<file path="src/sv/dcd_pkg.sv">
// ----------------------------------------------------------------------------
// dcd_pkg
// Shared types, constants and small helpers of the day clock with delay slots.
// ----------------------------------------------------------------------------
package dcd_pkg;

	localparam int SEC_W   = 17;   // seconds of day
	localparam int ACC_W   = 18;   // now + delay before the day wrap
	localparam int HOUR_W  = 5;
	localparam int MIN_W   = 6;
	localparam int RAW_W   = 8;
	localparam int REQ_W   = 3;
	localparam int SLOT_IN_W = 4;
	localparam int DEF_DELAY_SLOTS = 16;

	localparam logic [SEC_W-1:0] DAY_SEC      = 17'd86400;
	localparam logic [SEC_W-1:0] DAY_LAST_SEC = 17'd86399;
	localparam logic [SEC_W-1:0] HOUR_SEC     = 17'd3600;
	localparam logic [SEC_W-1:0] MIN_SEC      = 17'd60;
	localparam logic [SLOT_IN_W-1:0] SLOT_MASK = 4'h0F;
	localparam logic [RAW_W-1:0] HOURS_PER_DAY = 8'd24;
	localparam logic [RAW_W-1:0] MINS_PER_HOUR = 8'd60;

	typedef enum logic [REQ_W-1:0] {
		REQ_TICK_UP   = 3'd0,
		REQ_TICK_DOWN = 3'd1,
		REQ_PRESET    = 3'd2,
		REQ_SET_HOUR  = 3'd3,
		REQ_SET_MIN   = 3'd4,
		REQ_SET_SEC   = 3'd5,
		REQ_DELAY     = 3'd6
	} req_t;

	typedef enum logic [2:0] {
		S_IDLE,
		S_CALC,
		S_WRAP,
		S_TEST,
		S_HOUR,
		S_MIN,
		S_DONE
	} state_t;

	typedef struct packed {
		logic rd;      // fetch the target of the addressed slot
		logic arm;     // write target and set armed
		logic disarm;  // clear armed
	} slot_cmd_t;

	function automatic logic [SEC_W-1:0] compose(input logic [HOUR_W-1:0] h,
		input logic [MIN_W-1:0] m, input logic [MIN_W-1:0] s);
		logic [SEC_W-1:0] hs;
		logic [SEC_W-1:0] ms;
		hs = SEC_W'(h) * HOUR_SEC;
		ms = SEC_W'(m) * MIN_SEC;
		return hs + ms + SEC_W'(s);
	endfunction

	// tens digit of a value below 60
	function automatic logic [2:0] tens_of(input logic [MIN_W-1:0] v);
		logic [2:0] t;
		if (v >= 6'd50) t = 3'd5;
		else if (v >= 6'd40) t = 3'd4;
		else if (v >= 6'd30) t = 3'd3;
		else if (v >= 6'd20) t = 3'd2;
		else if (v >= 6'd10) t = 3'd1;
		else t = 3'd0;
		return t;
	endfunction

	function automatic logic [3:0] units_of(input logic [MIN_W-1:0] v);
		logic [MIN_W-1:0] tt;
		tt = MIN_W'(tens_of(v)) * 6'd10;
		return 4'(v - tt);
	endfunction

endpackage

</file>
<file path="src/sv/dcd_sub.sv">
// ----------------------------------------------------------------------------
// dcd_sub
// Shared subtract and compare unit: difference and a >= b flag.
// ----------------------------------------------------------------------------
module dcd_sub (
	input  logic [dcd_pkg::ACC_W-1:0] a,
	input  logic [dcd_pkg::ACC_W-1:0] b,
	output logic [dcd_pkg::ACC_W-1:0] diff,
	output logic                      ge
);

	logic [dcd_pkg::ACC_W:0] wide;

	// borrow out of the extended subtract gives the compare
	assign wide = {1'b0, a} - {1'b0, b};
	assign diff = wide[dcd_pkg::ACC_W-1:0];
	assign ge   = ~wide[dcd_pkg::ACC_W];

endmodule

</file>
<file path="src/sv/dcd_slots.sv">
// ----------------------------------------------------------------------------
// dcd_slots
// Delay slot store: target memory with registered read, armed flags.
// ----------------------------------------------------------------------------
module dcd_slots #(
	parameter int DELAY_SLOTS = dcd_pkg::DEF_DELAY_SLOTS,
	parameter int SLOT_W = (DELAY_SLOTS > 1) ? $clog2(DELAY_SLOTS) : 1
) (
	input  logic                      clk,
	input  logic                      arst_n,
	input  dcd_pkg::slot_cmd_t        cmd,
	input  logic [SLOT_W-1:0]         idx,
	input  logic [dcd_pkg::SEC_W-1:0] wr_target,
	output logic                      armed,
	output logic [dcd_pkg::SEC_W-1:0] rd_target
);

	logic [dcd_pkg::SEC_W-1:0] target_mem [DELAY_SLOTS];
	logic [DELAY_SLOTS-1:0]    armed_q;

	assign armed = armed_q[idx];

	always_ff @(posedge clk) begin
		if (cmd.arm) begin
			target_mem[idx] <= wr_target;
		end
		if (cmd.rd) begin
			rd_target <= target_mem[idx];
		end
	end

	always_ff @(posedge clk or negedge arst_n) begin
		if (!arst_n) begin
			armed_q <= '0;
		end else if (cmd.arm) begin
			armed_q[idx] <= 1'b1;
		end else if (cmd.disarm) begin
			armed_q[idx] <= 1'b0;
		end
	end

endmodule

</file>
<file path="src/sv/day_clock_with_delay_slots.sv">
// ----------------------------------------------------------------------------
// day_clock_with_delay_slots
// Time-of-day clock in seconds with one-shot delay slots.
// ----------------------------------------------------------------------------
// Requests arrive on the s_ channel (kind in s_tuser, operands in s_tdata);
// every request gives exactly one result on the m_ channel: the time after
// the request, its hour/minute/second split, decimal digits and a fired flag.
// One request is in work at a time; s_tready is high only while idle.
// Work per request, from acceptance to m_tvalid:
//   tick, preset, set: the new time is split by repeated subtraction of
//     3600 and then 60 on the shared unit.
//   delay, slot armed: one target read, one compare.
//   delay, slot unarmed: now + length wrapped by one day through up to two
//     subtractions of 86400.
// The result waits in an output register; the next request is taken while
// it waits, but its own result is held back until m_tready drains the first.
// Reset clears the time to 00:00:00, disarms all slots and drops m_tvalid.
// ----------------------------------------------------------------------------
module day_clock_with_delay_slots #(
	parameter int DELAY_SLOTS = dcd_pkg::DEF_DELAY_SLOTS
) (
	input  logic        clk,
	input  logic        arst_n,
	input  logic        s_tvalid,
	output logic        s_tready,
	// hour_value[7:0], minute_value[15:8], second_value[23:16],
	// delay_slot[27:24], delay_length[44:28], zero pad [47:45]
	input  logic [47:0] s_tdata,
	// req_type[2:0]
	input  logic [2:0]  s_tuser,
	output logic        m_tvalid,
	input  logic        m_tready,
	// day_seconds[16:0], hour_now[21:17], minute_now[27:22], second_now[33:28],
	// hour_tens[35:34], hour_units[39:36], minute_tens[42:40],
	// minute_units[46:43], second_tens[49:47], second_units[53:50],
	// delay_fired[54], zero pad [55]
	output logic [55:0] m_tdata
);

	localparam int SLOT_W = (DELAY_SLOTS > 1) ? $clog2(DELAY_SLOTS) : 1;
	localparam int SEC_W  = dcd_pkg::SEC_W;
	localparam int ACC_W  = dcd_pkg::ACC_W;
	localparam int HOUR_W = dcd_pkg::HOUR_W;
	localparam int MIN_W  = dcd_pkg::MIN_W;
	localparam int RAW_W  = dcd_pkg::RAW_W;
	localparam int SLOT_IN_MSB = dcd_pkg::SLOT_IN_W - 1;

	dcd_pkg::state_t state_q, state_d;

	// latched request
	logic [dcd_pkg::REQ_W-1:0] req_q;
	logic [RAW_W-1:0]          hv_q, mv_q, sv_q;
	logic [SLOT_W-1:0]         slot_q;
	logic                      slot_ok_q;
	logic [SEC_W-1:0]          len_q;

	// time state and its split
	logic [SEC_W-1:0]  sec_q;
	logic [HOUR_W-1:0] hour_q;
	logic [MIN_W-1:0]  min_q, s_q;

	// working registers
	logic [ACC_W-1:0]  acc_q;
	logic [SEC_W-1:0]  new_q;
	logic [HOUR_W-1:0] hcnt_q;
	logic [MIN_W-1:0]  mcnt_q;
	logic              fired_q;

	logic              out_valid_q;
	logic [55:0]       out_data_q;

	logic [ACC_W-1:0]  sub_a, sub_b, sub_diff;
	logic              sub_ge;
	dcd_pkg::slot_cmd_t slot_cmd;
	logic              slot_armed;
	logic [SEC_W-1:0]  slot_target;
	logic              accept, load_out;
	logic [SEC_W-1:0]  new_sec;
	logic [SLOT_IN_MSB:0] slot_in;

	assign accept   = s_tvalid && s_tready;
	assign s_tready = (state_q == dcd_pkg::S_IDLE);
	assign m_tvalid = out_valid_q;
	assign m_tdata  = out_data_q;
	assign slot_in  = s_tdata[27:24] & dcd_pkg::SLOT_MASK;

	dcd_sub u_sub (
		.a    (sub_a),
		.b    (sub_b),
		.diff (sub_diff),
		.ge   (sub_ge)
	);

	dcd_slots #(
		.DELAY_SLOTS (DELAY_SLOTS),
		.SLOT_W      (SLOT_W)
	) u_slots (
		.clk       (clk),
		.arst_n    (arst_n),
		.cmd       (slot_cmd),
		.idx       (slot_q),
		.wr_target (acc_q[SEC_W-1:0]),
		.armed     (slot_armed),
		.rd_target (slot_target)
	);

	// new time for clock requests; unchanged for anything else
	always_comb begin
		logic [HOUR_W-1:0] ph;
		logic [MIN_W-1:0]  pm, ps;
		ph = (hv_q < dcd_pkg::HOURS_PER_DAY) ? HOUR_W'(hv_q) : '0;
		pm = (mv_q < dcd_pkg::MINS_PER_HOUR) ? MIN_W'(mv_q) : '0;
		ps = (sv_q < dcd_pkg::MINS_PER_HOUR) ? MIN_W'(sv_q) : '0;
		new_sec = sec_q;
		case (req_q)
			dcd_pkg::REQ_TICK_UP: begin
				new_sec = (sec_q == dcd_pkg::DAY_LAST_SEC) ? '0 : sec_q + 1'b1;
			end
			dcd_pkg::REQ_TICK_DOWN: begin
				new_sec = (sec_q == '0) ? dcd_pkg::DAY_LAST_SEC : sec_q - 1'b1;
			end
			dcd_pkg::REQ_PRESET: begin
				new_sec = dcd_pkg::compose(ph, pm, ps);
			end
			dcd_pkg::REQ_SET_HOUR: begin
				if (hv_q < dcd_pkg::HOURS_PER_DAY)
					new_sec = dcd_pkg::compose(ph, min_q, s_q);
			end
			dcd_pkg::REQ_SET_MIN: begin
				if (mv_q < dcd_pkg::MINS_PER_HOUR)
					new_sec = dcd_pkg::compose(hour_q, pm, s_q);
			end
			dcd_pkg::REQ_SET_SEC: begin
				if (sv_q < dcd_pkg::MINS_PER_HOUR)
					new_sec = dcd_pkg::compose(hour_q, min_q, ps);
			end
			default: begin
				new_sec = sec_q;
			end
		endcase
	end

	// sequencer: next state, shared unit operands, slot commands
	always_comb begin
		state_d  = state_q;
		sub_a    = acc_q;
		sub_b    = ACC_W'(dcd_pkg::MIN_SEC);
		slot_cmd = '0;
		load_out = 1'b0;
		case (state_q)
			dcd_pkg::S_IDLE: begin
				if (accept) state_d = dcd_pkg::S_CALC;
			end
			dcd_pkg::S_CALC: begin
				if (req_q == dcd_pkg::REQ_DELAY) begin
					if (!slot_ok_q) begin
						state_d = dcd_pkg::S_DONE;
					end else if (slot_armed) begin
						slot_cmd.rd = 1'b1;
						state_d = dcd_pkg::S_TEST;
					end else begin
						state_d = dcd_pkg::S_WRAP;
					end
				end else begin
					state_d = dcd_pkg::S_HOUR;
				end
			end
			dcd_pkg::S_WRAP: begin
				sub_b = ACC_W'(dcd_pkg::DAY_SEC);
				if (!sub_ge) begin
					slot_cmd.arm = 1'b1;
					state_d = dcd_pkg::S_DONE;
				end
			end
			dcd_pkg::S_TEST: begin
				sub_a = ACC_W'(sec_q);
				sub_b = ACC_W'(slot_target);
				slot_cmd.disarm = sub_ge;
				state_d = dcd_pkg::S_DONE;
			end
			dcd_pkg::S_HOUR: begin
				sub_b = ACC_W'(dcd_pkg::HOUR_SEC);
				if (!sub_ge) state_d = dcd_pkg::S_MIN;
			end
			dcd_pkg::S_MIN: begin
				if (!sub_ge) state_d = dcd_pkg::S_DONE;
			end
			dcd_pkg::S_DONE: begin
				// hold until the output register is free
				if (!out_valid_q || m_tready) begin
					load_out = 1'b1;
					state_d = dcd_pkg::S_IDLE;
				end
			end
			default: begin
				state_d = dcd_pkg::S_IDLE;
			end
		endcase
	end

	always_ff @(posedge clk or negedge arst_n) begin
		if (!arst_n) begin
			state_q <= dcd_pkg::S_IDLE;
		end else begin
			state_q <= state_d;
		end
	end

	// request latch and working registers
	always_ff @(posedge clk) begin
		if (accept) begin
			req_q     <= s_tuser;
			hv_q      <= s_tdata[7:0];
			mv_q      <= s_tdata[15:8];
			sv_q      <= s_tdata[23:16];
			slot_q    <= SLOT_W'(slot_in);
			slot_ok_q <= (32'(slot_in) < 32'(DELAY_SLOTS));
			len_q     <= s_tdata[44:28];
		end
		case (state_q)
			dcd_pkg::S_CALC: begin
				new_q  <= new_sec;
				hcnt_q <= '0;
				mcnt_q <= '0;
				if (req_q == dcd_pkg::REQ_DELAY) begin
					acc_q <= ACC_W'(sec_q) + ACC_W'(len_q);
				end else begin
					acc_q <= ACC_W'(new_sec);
				end
			end
			dcd_pkg::S_WRAP: begin
				if (sub_ge) acc_q <= sub_diff;
			end
			dcd_pkg::S_HOUR: begin
				if (sub_ge) begin
					acc_q  <= sub_diff;
					hcnt_q <= hcnt_q + 1'b1;
				end
			end
			dcd_pkg::S_MIN: begin
				if (sub_ge) begin
					acc_q  <= sub_diff;
					mcnt_q <= mcnt_q + 1'b1;
				end
			end
			default: begin
			end
		endcase
	end

	// time state, fired flag and output register
	always_ff @(posedge clk or negedge arst_n) begin
		if (!arst_n) begin
			sec_q       <= '0;
			hour_q      <= '0;
			min_q       <= '0;
			s_q         <= '0;
			fired_q     <= 1'b0;
			out_valid_q <= 1'b0;
			out_data_q  <= '0;
		end else begin
			if (state_q == dcd_pkg::S_CALC) fired_q <= 1'b0;
			if (state_q == dcd_pkg::S_TEST) fired_q <= sub_ge;
			// commit the new time once the split is complete
			if (state_q == dcd_pkg::S_MIN && !sub_ge) begin
				sec_q  <= new_q;
				hour_q <= hcnt_q;
				min_q  <= mcnt_q;
				s_q    <= acc_q[MIN_W-1:0];
			end
			if (load_out) begin
				out_valid_q <= 1'b1;
				out_data_q  <= {1'b0, fired_q,
					dcd_pkg::units_of(s_q), dcd_pkg::tens_of(s_q),
					dcd_pkg::units_of(min_q), dcd_pkg::tens_of(min_q),
					dcd_pkg::units_of(MIN_W'(hour_q)),
					2'(dcd_pkg::tens_of(MIN_W'(hour_q))),
					s_q, min_q, hour_q, sec_q};
			end else if (m_tready) begin
				out_valid_q <= 1'b0;
			end
		end
	end

endmodule
</file>
<file path="config.mk">
export PLATFORM = sky130hd
export DESIGN_NAME = day_clock_with_delay_slots
export DESIGN_NICKNAME = d
export VERILOG_FILES = /design/src/sv/dcd_pkg.sv /design/src/sv/dcd_sub.sv /design/src/sv/dcd_slots.sv /design/src/sv/day_clock_with_delay_slots.sv
export SDC_FILE = /design/constraint.sdc
export NUM_CORES = 1
export LEC_CHECK = 0
export BUFFER_PORTS_ARGS = -buffer_cell sky130_fd_sc_hd__buf_2
export CORE_UTILIZATION = 40
export DETAILED_ROUTE_END_ITERATION = 12
export GPL_TIMING_DRIVEN = 0
export PLACE_DENSITY_LB_ADDON = 0.08
export SETUP_SLACK_MARGIN = 0.02
export SLEW_MARGIN = 25
export SYNTH_ARGS = -nofsm -noshare
export SYNTH_HDL_FRONTEND = slang
export SYNTH_SLANG_ARGS = --single-unit
</file>
<file path="constraint.sdc">
create_clock -name clk -period 5.95 [get_ports clk]
set_input_delay 0.8925 -clock clk [delete_from_list [all_inputs] [get_ports clk]]
set_output_delay 0.8925 -clock clk [all_outputs]
set_load 0.05 [all_outputs]
</file>
==> impl_results.md, run 1 <==
- Status: finished clean
- HPWL after detailed placement: 62.9 mm
- Mean cell area of the mapped netlist: 12.3 µm²
- Share of final-layout standard cells stronger than drive strength 1: 19.3%
- Launching instance or port of the critical path: mv_q[4]
- CP Buf/Inv Count: 4
- Most repeated cell in the gate-level netlist after synthesis: edfxtp_1
- Final Instance Count excl. Fillers: 3375
- Global-route total usage across every layer: 24.1%
- Category of the most critical setup path: reg -> reg
- Global-route wire length before repair: 126 mm
- Arrival time of data at the critical path endpoint: 6230 ps
- Antenna cells: 0
- Std cell rows: 95
- Crit path capture type: register
- EDFF count, synth: 383
- Core outline area: 67800 µm²
- Number of buffers inserted during clock tree synthesis: 56
- Port bufs: 108
- Synthesized area: 27600 µm²
- Hold-fix buffers, CTS: 0
- Highest-delay cell along the critical path: fa_1
- Relative slew margins: 26.5%
- Largest net degree at the start of global routing: 56
- Vias post-DR: 19200
- Cell type group with the largest total delay on the critical path: adder cells
- Total Routed Length: 83.7 mm
- Post-route cell area: 32200 µm²
- Number of cells produced by synthesis: 2243
- Starting utilization of the core area: 40.8%
- Clk_lat worst skew: 640 ps
- Reported leakage power: 12.8 nW
- Transition time at the pin with the least slew margin: 1090 ps
- Total of max-cap violations: 0
- Synthesized net count: 2529
- Final worst-path cycle share: 97.3%
- Worst Hold Margin: 217 ps
- Clock skew: 49.8 ps
- Setup slack at placement: -1160 ps
- Startpoint class of the critical path: register
- Largest voltage drop on the vdd net: 461 µV
- Critical Path Fanout Max: 7
- Clock-pin transition on the worst setup and hold timing paths: 60 ps
- DIE AREA: 70100 µm²
- Number of different library cells in the post-synthesis netlist: 89
- R2R Path Start: mv_q[4]
- Metal3 WL: 2.84 mm
- Clock period minus worst slack: 5790 ps
- Crit path required time: 6390 ps
- Die outline height: 265 µm
- Post-synth top area share: 41.6%
- Areal power density over the cells: 616 nW/µm²
- Critical Path Max Stage Delay: 520 ps
- Per-cell via count in the routed design: 5.68
- Total I/O pin count: 113
- Top area cells in the synthesized netlist: edfxtp_1, dfrtp_1, ha_1, mux4_2, nand2_1
- Number of antenna violations at the first check in global routing: 1
- Yosys Warn Count: 0
- Number of synthesized register bits: 490
- Dominant cell type by area after synthesis: edfxtp_1
- Min setup slack post-route: 160 ps
- Area growth from synthesis to layout: 16.6%
- TritonCTS sink count: 490
- Number of DRC violations after detailed routing: 0
- Die span in x: 265 µm
- Proportion of synthesized flip-flops having asynchronous set or reset: 21.8%
- Number of endpoints with negative hold slack in the final report: 0
- Worst-case reg-to-reg path depth: 25
- CTS tree: yes
- Number of routed nets with antenna violations: 0
- Via count of the first global-routing pass: 19600
- Post-synthesis sequential area ratio: 51.3%
- Maximum root-to-sink buffer count: 3
- Cell Count Post-Placement: 3242
- Standard cell area after detailed placement: 29700 µm²
- Overflow left after global routing: 0
- Average wire per cell in the routed design: 24.8 µm
- GP Congestion: 0.912
- Final Setup Violations: 0
- Initial DRC count: 1096
- Drt first pass iters: 7
- # nets final: 2742
- Hold crit path type: in -> async
- Crit path depth: 25
- Post-synth top cells: edfxtp_1, nand2_1, ha_1
- Primary flip-flop cell chosen by synthesis mapping: edfxtp_1
- Root buffer selected by CTS: clkbuf_16
- Top routing layer in use: met4
- Met2 wire len: 43.6 mm
- Met1 wire length: 34.6 mm
- Final number of max-transition violations: 0
- Peak Freq: 173 MHz
- H-tree depth: 2
## per-stage QoR
stage | setup TNS [ps] | power, mW | utilization (%)
after global placement | -221050 | 16.0 | 43.2
after CTS | 0 | 19.8 | 47.0
after global routing | -109 | 21.2 | 47.5
final | 0 | 19.8 | 47.5
after detailed placement | -14020 | 16.1 | 43.9
after floorplan | 0 | 12.8 | -
## cell families (layout without fill, tap and decap cells)
family	after synthesis	after routing	synth area share, %
compound gates	474	474	11.5
xor+xnor	91	91	2.89
fa+ha+maj	232	232	11.5
other cells	1	1	0.0136
simple gates	620	620	10.5
mux	132	132	9.37
flops	490	490	51.3
buf+inv	203	462	2.94
## power by group
part	internal, mW	switching, mW
Clock	2.08	1.44
Combinational	4.14	6.80
Sequential	4.61	0.779
Total	10.8	9.02
## worst register-to-register path: stages, from the launching register on
cell and delay, ps:
edfxtp_1 450, nand4_1 290, buf_6 230, nand2_8 110, nor2_4 40, ha_1 320
fa_1 520, inv_1 70, fa_2 370, inv_1 60, a21oi_1 70, o21bai_2 210
a21o_1 160, a21oi_2 70, xnor2_2 150, ha_1 320, ha_2 230, or2_2 330
nor2_1 100, nand3_1 90, a221o_1 390, a211o_1 300, nand4_1 140, nor4_4 70
buf_4 180, o41ai_4 340
## what timing repair did
action	4_1_cts	5_1_grt
endpoints found under the setup margin	69	182
setup buffers	11	19
gates resized for setup	25	42
pin swaps	8	16
## final timing paths
kind	endpoint	slack, ps
setup / recovery	acc_q[15]	160
hold / removal	m_tdata[10]	220
setup reg to reg	acc_q[15]	160
hold reg to reg	m_tdata[31]	470
max in group asynchronous	sec_q[15]	4990
min in group clk	slot_q[1]	430
## flip-flops by register name (all words and copies together), names as in the netlist, 6 cells and up, named ones only
signal,cells
acc_q,18
hv_q,8
len_q,17
m_tdata,52
mcnt_q,6
min_q,6
mv_q,8
new_q,17
s_q,6
sec_q,17
sv_q,8
u_slots.rd_target,17
u_slots.target_mem,272
## routing by layer
layer | GRT usage [%] | up-vias
li1 | - | 8896
met1 | 29.8 | 9729
met2 | 43.7 | 405
met3 | 2.34 | 125
met4 | 8.55 | 0
met5 | 0 | -
## layout make-up
| class | count | area (µm²) |
|---|---|---|
| buffer | 95 | 418 |
| clock buffer | 73 | 1580 |
| clock inverter | 31 | 319 |
| fill | 6110 | 35500 |
| inverter | 107 | 402 |
| multi-input combinational | 1550 | 13100 |
| sequential | 490 | 14200 |
| tap | 873 | 1090 |
| timing repair buffer | 156 | 1140 |
## cells in the final DEF, fill, tap and decap left out, drive strengths merged, types with 18 or more instances in the layout
| cell | instances |
|---|---|
| buf | 175 |
| o21a | 19 |
| nand2 | 263 |
| a21o | 31 |
| or3 | 18 |
| nor2b | 20 |
| inv | 107 |
| dfrtp | 107 |
| clkbuf | 149 |
| xor2 | 27 |
| nand2b | 19 |
| mux2 | 35 |
| o21ai | 141 |
| nand4 | 19 |
| and3 | 21 |
| xnor2 | 64 |
| nor3 | 44 |
| o41ai | 21 |
| nor2 | 120 |
| ha | 195 |
| fa | 36 |
| clkinv | 24 |
| a211oi | 23 |
| nand3 | 36 |
| a31oi | 20 |
| mux4 | 89 |
| a21oi | 80 |
| edfxtp | 383 |
(Power assumes the default switching activity.)
==> inputs of run 2 (changes only) <==
Settings changed: PLACE_DENSITY_LB_ADDON 0.08 to unset.
==> impl_results.md, run 2 (synthesized netlist as in run 1, its figures left out) <==
- Root buffer selected by CTS: clkbuf_16
- Relative slew margins: 30.1%
- Final Setup Violations: 0
- Clock skew: 57.0 ps
- Starting utilization of the core area: 40.8%
- Die outline height: 265 µm
- HPWL after detailed placement: 60.5 mm
- Antenna cells: 0
- Total of max-cap violations: 0
- Number of endpoints with negative hold slack in the final report: 0
- Most used cell along the critical path: ha_1
- Register-to-Register Setup Slack: 240 ps
- Largest net degree at the start of global routing: 62
- Arrival time of data at the critical path endpoint: 6160 ps
- Most flop-heavy register: u_slots.target_mem
- # nets final: 2728
- Clock period minus worst slack: 5710 ps
- Global-route wire length before repair: 123 mm
- Endpoint of the most critical register-to-register path: new_q[16]
- Hold crit path type: in -> async
- Post-route cell area: 32000 µm²
- DIE AREA: 70100 µm²
- GP Congestion: 1.01
- TritonCTS sink count: 490
- Standard cell area after detailed placement: 29600 µm²
- Port bufs: 108
- Areal power density over the cells: 623 nW/µm²
- Status: finished clean
- Highest-count cells in the layout ignoring fill and taps: edfxtp_1, nand2_1, ha_1, o21ai_0, buf_2
- Highest-delay cell along the critical path: or4_4
- Cells traversed along the worst timing path: fa_1 > fa_1 > ha_1 > a21oi_1 > o21bai_1 > a21o_1 > a21oi_1 > xnor2_2 > buf_4 > ha_1 > ha_1 > nand2_1 > a211oi_1 > a31o_2 > o221ai_1 > or4_4 > a21oi_2 > a2111oi_4 > buf_4 > nor2_1
- Startpoint class of the critical path: register
- Std cell rows: 95
- Total I/O pin count: 113
- Largest voltage drop on the vdd net: 629 µV
- Overflow left after global routing: 0
- Category of the most critical setup path: reg -> reg
- Most common cell after layout, fill and taps aside: edfxtp_1
- Share of final-layout standard cells stronger than drive strength 1: 18.4%
- Crit path required time: 6390 ps
- Vias post-DR: 19300
- Per-cell via count in the routed design: 5.75
- Final worst-path cycle share: 96.0%
- Initial DRC count: 1467
- R2R Path Start: min_q[3]
- Drt first pass iters: 5
- Area growth from synthesis to layout: 15.7%
- Number of buffers inserted during clock tree synthesis: 54
- Via count of the first global-routing pass: 19700
- Largest register FFs: 272
- Clock-pin transition on the worst setup and hold timing paths: 60 ps
- Global-route total usage across every layer: 23.4%
- Total of fill cells in the finished design: 6020
- Clk_lat worst skew: 650 ps
- Total Routed Length: 81.4 mm
- Critical Path Max Stage Delay: 580 ps
- Final number of max-transition violations: 0
- Peak Freq: 175 MHz
- Reported leakage power: 12.6 nW
- Worst-case reg-to-reg path depth: 20
- Core outline area: 67800 µm²
- Average wire per cell in the routed design: 24.2 µm
- Crit path capture type: register
- Final total negative setup slack: 0 ps
- Critical Path Fanout Max: 12
- Number of DRC violations after detailed routing: 0
- CTS tree: yes
- H-tree depth: 2
- Transition time at the pin with the least slew margin: 1040 ps
- Number of routed nets with antenna violations: 0
- Number of antenna violations at the first check in global routing: 1
- Die span in x: 265 µm
- Maximum root-to-sink buffer count: 3
==> run 2: cell types whose count changed in the layout (fill, tap and decap cells not counted), moves of 3 or more <==
cell       change
xnor2_2        -3
clkbuf_16      -3
clkinv_1       -6
buf_6          -6
clkbuf_1       +5
nor2_2         -7
nor2_4         +5
buf_4          -5
xnor2_1        +3
bufinv_16      +3
ha_1           +3
clkbuf_8       -7
==> run 2: where the power goes <==
part / switching (mW) / internal [mW]
Combinational: 6.87 / 4.15
Sequential: 0.776 / 4.60
Clock: 1.45 / 2.06
Total: 9.09 / 10.8
==> run 2: critical path, delay by kind of cell, from the launching register on <==
family,cells,cell delay [ps]
adder cells (fa/ha/maj),5,1980
flip-flops,1,570
AND/OR/NAND/NOR,3,900
AO/OA/AOI/OAI,9,1560
XOR/XNOR,1,130
buffers and inverters,2,370
==> run 2: repair_timing <==
action,4_1_cts,5_1_grt
setup buffers,5,19
hold buffers,0,0
endpoints found under the setup margin,44,171
resized for setup,31,17
pin swaps,6,12
==> run 2: how the worst max path moves through the flow <==
stage	startpoint	slack, ps	end	cells past startpoint
finish	min_q[3]	240	new_q[16]	20
global route	mv_q[3]	-20	acc_q[15]	25
CTS	state_q[0]	20	u_slots.target_mem[8][10]	16
detailed placement	mv_q[2]	-1280	acc_q[16]	18
global placement	mv_q[2]	-1300	acc_q[16]	18
floorplan	mv_q[3]	710	acc_q[16]	24
==> run 2: cell type report <==
type / count / area, µm² / area share [%]
well taps: 873 / 1090 / 3.42
plain buffers: 95 / 414 / 1.30
repair buffers: 144 / 998 / 3.12
clock buffers: 66 / 1420 / 4.43
clock inverters: 32 / 440 / 1.38
multi-input cells: 1550 / 13000 / 40.7
flip-flops and latches: 490 / 14200 / 44.4
inverters: 107 / 402 / 1.26
==> run 2: routing by layer <==
layer	up-vias	share of wire (%)	GRT usage [%]	wire (µm)
li1	8873	-	-	-
met1	9642	41	29.0	33100
met2	615	50	40.7	40300
met3	166	4.9	3.16	3990
met4	0	4.9	10.4	3990
met5	-	0	0	0
==> run 2: stage by stage <==
step / cells / setup slack (ps) / utilization [%] / hold WS, ps / power, mW
floorplan: 2243 / 715 / - / 449 / 12.8
global placement: 3224 / -1300 / 43.2 / 459 / 15.9
detailed placement: 3236 / -1280 / 43.7 / 458 / 16.1
CTS: 3338 / 24.5 / 46.8 / 215 / 19.8
global route: 3357 / -19.4 / 47.2 / 250 / 21.2
finish: 3357 / 238 / 47.2 / 221 / 19.9
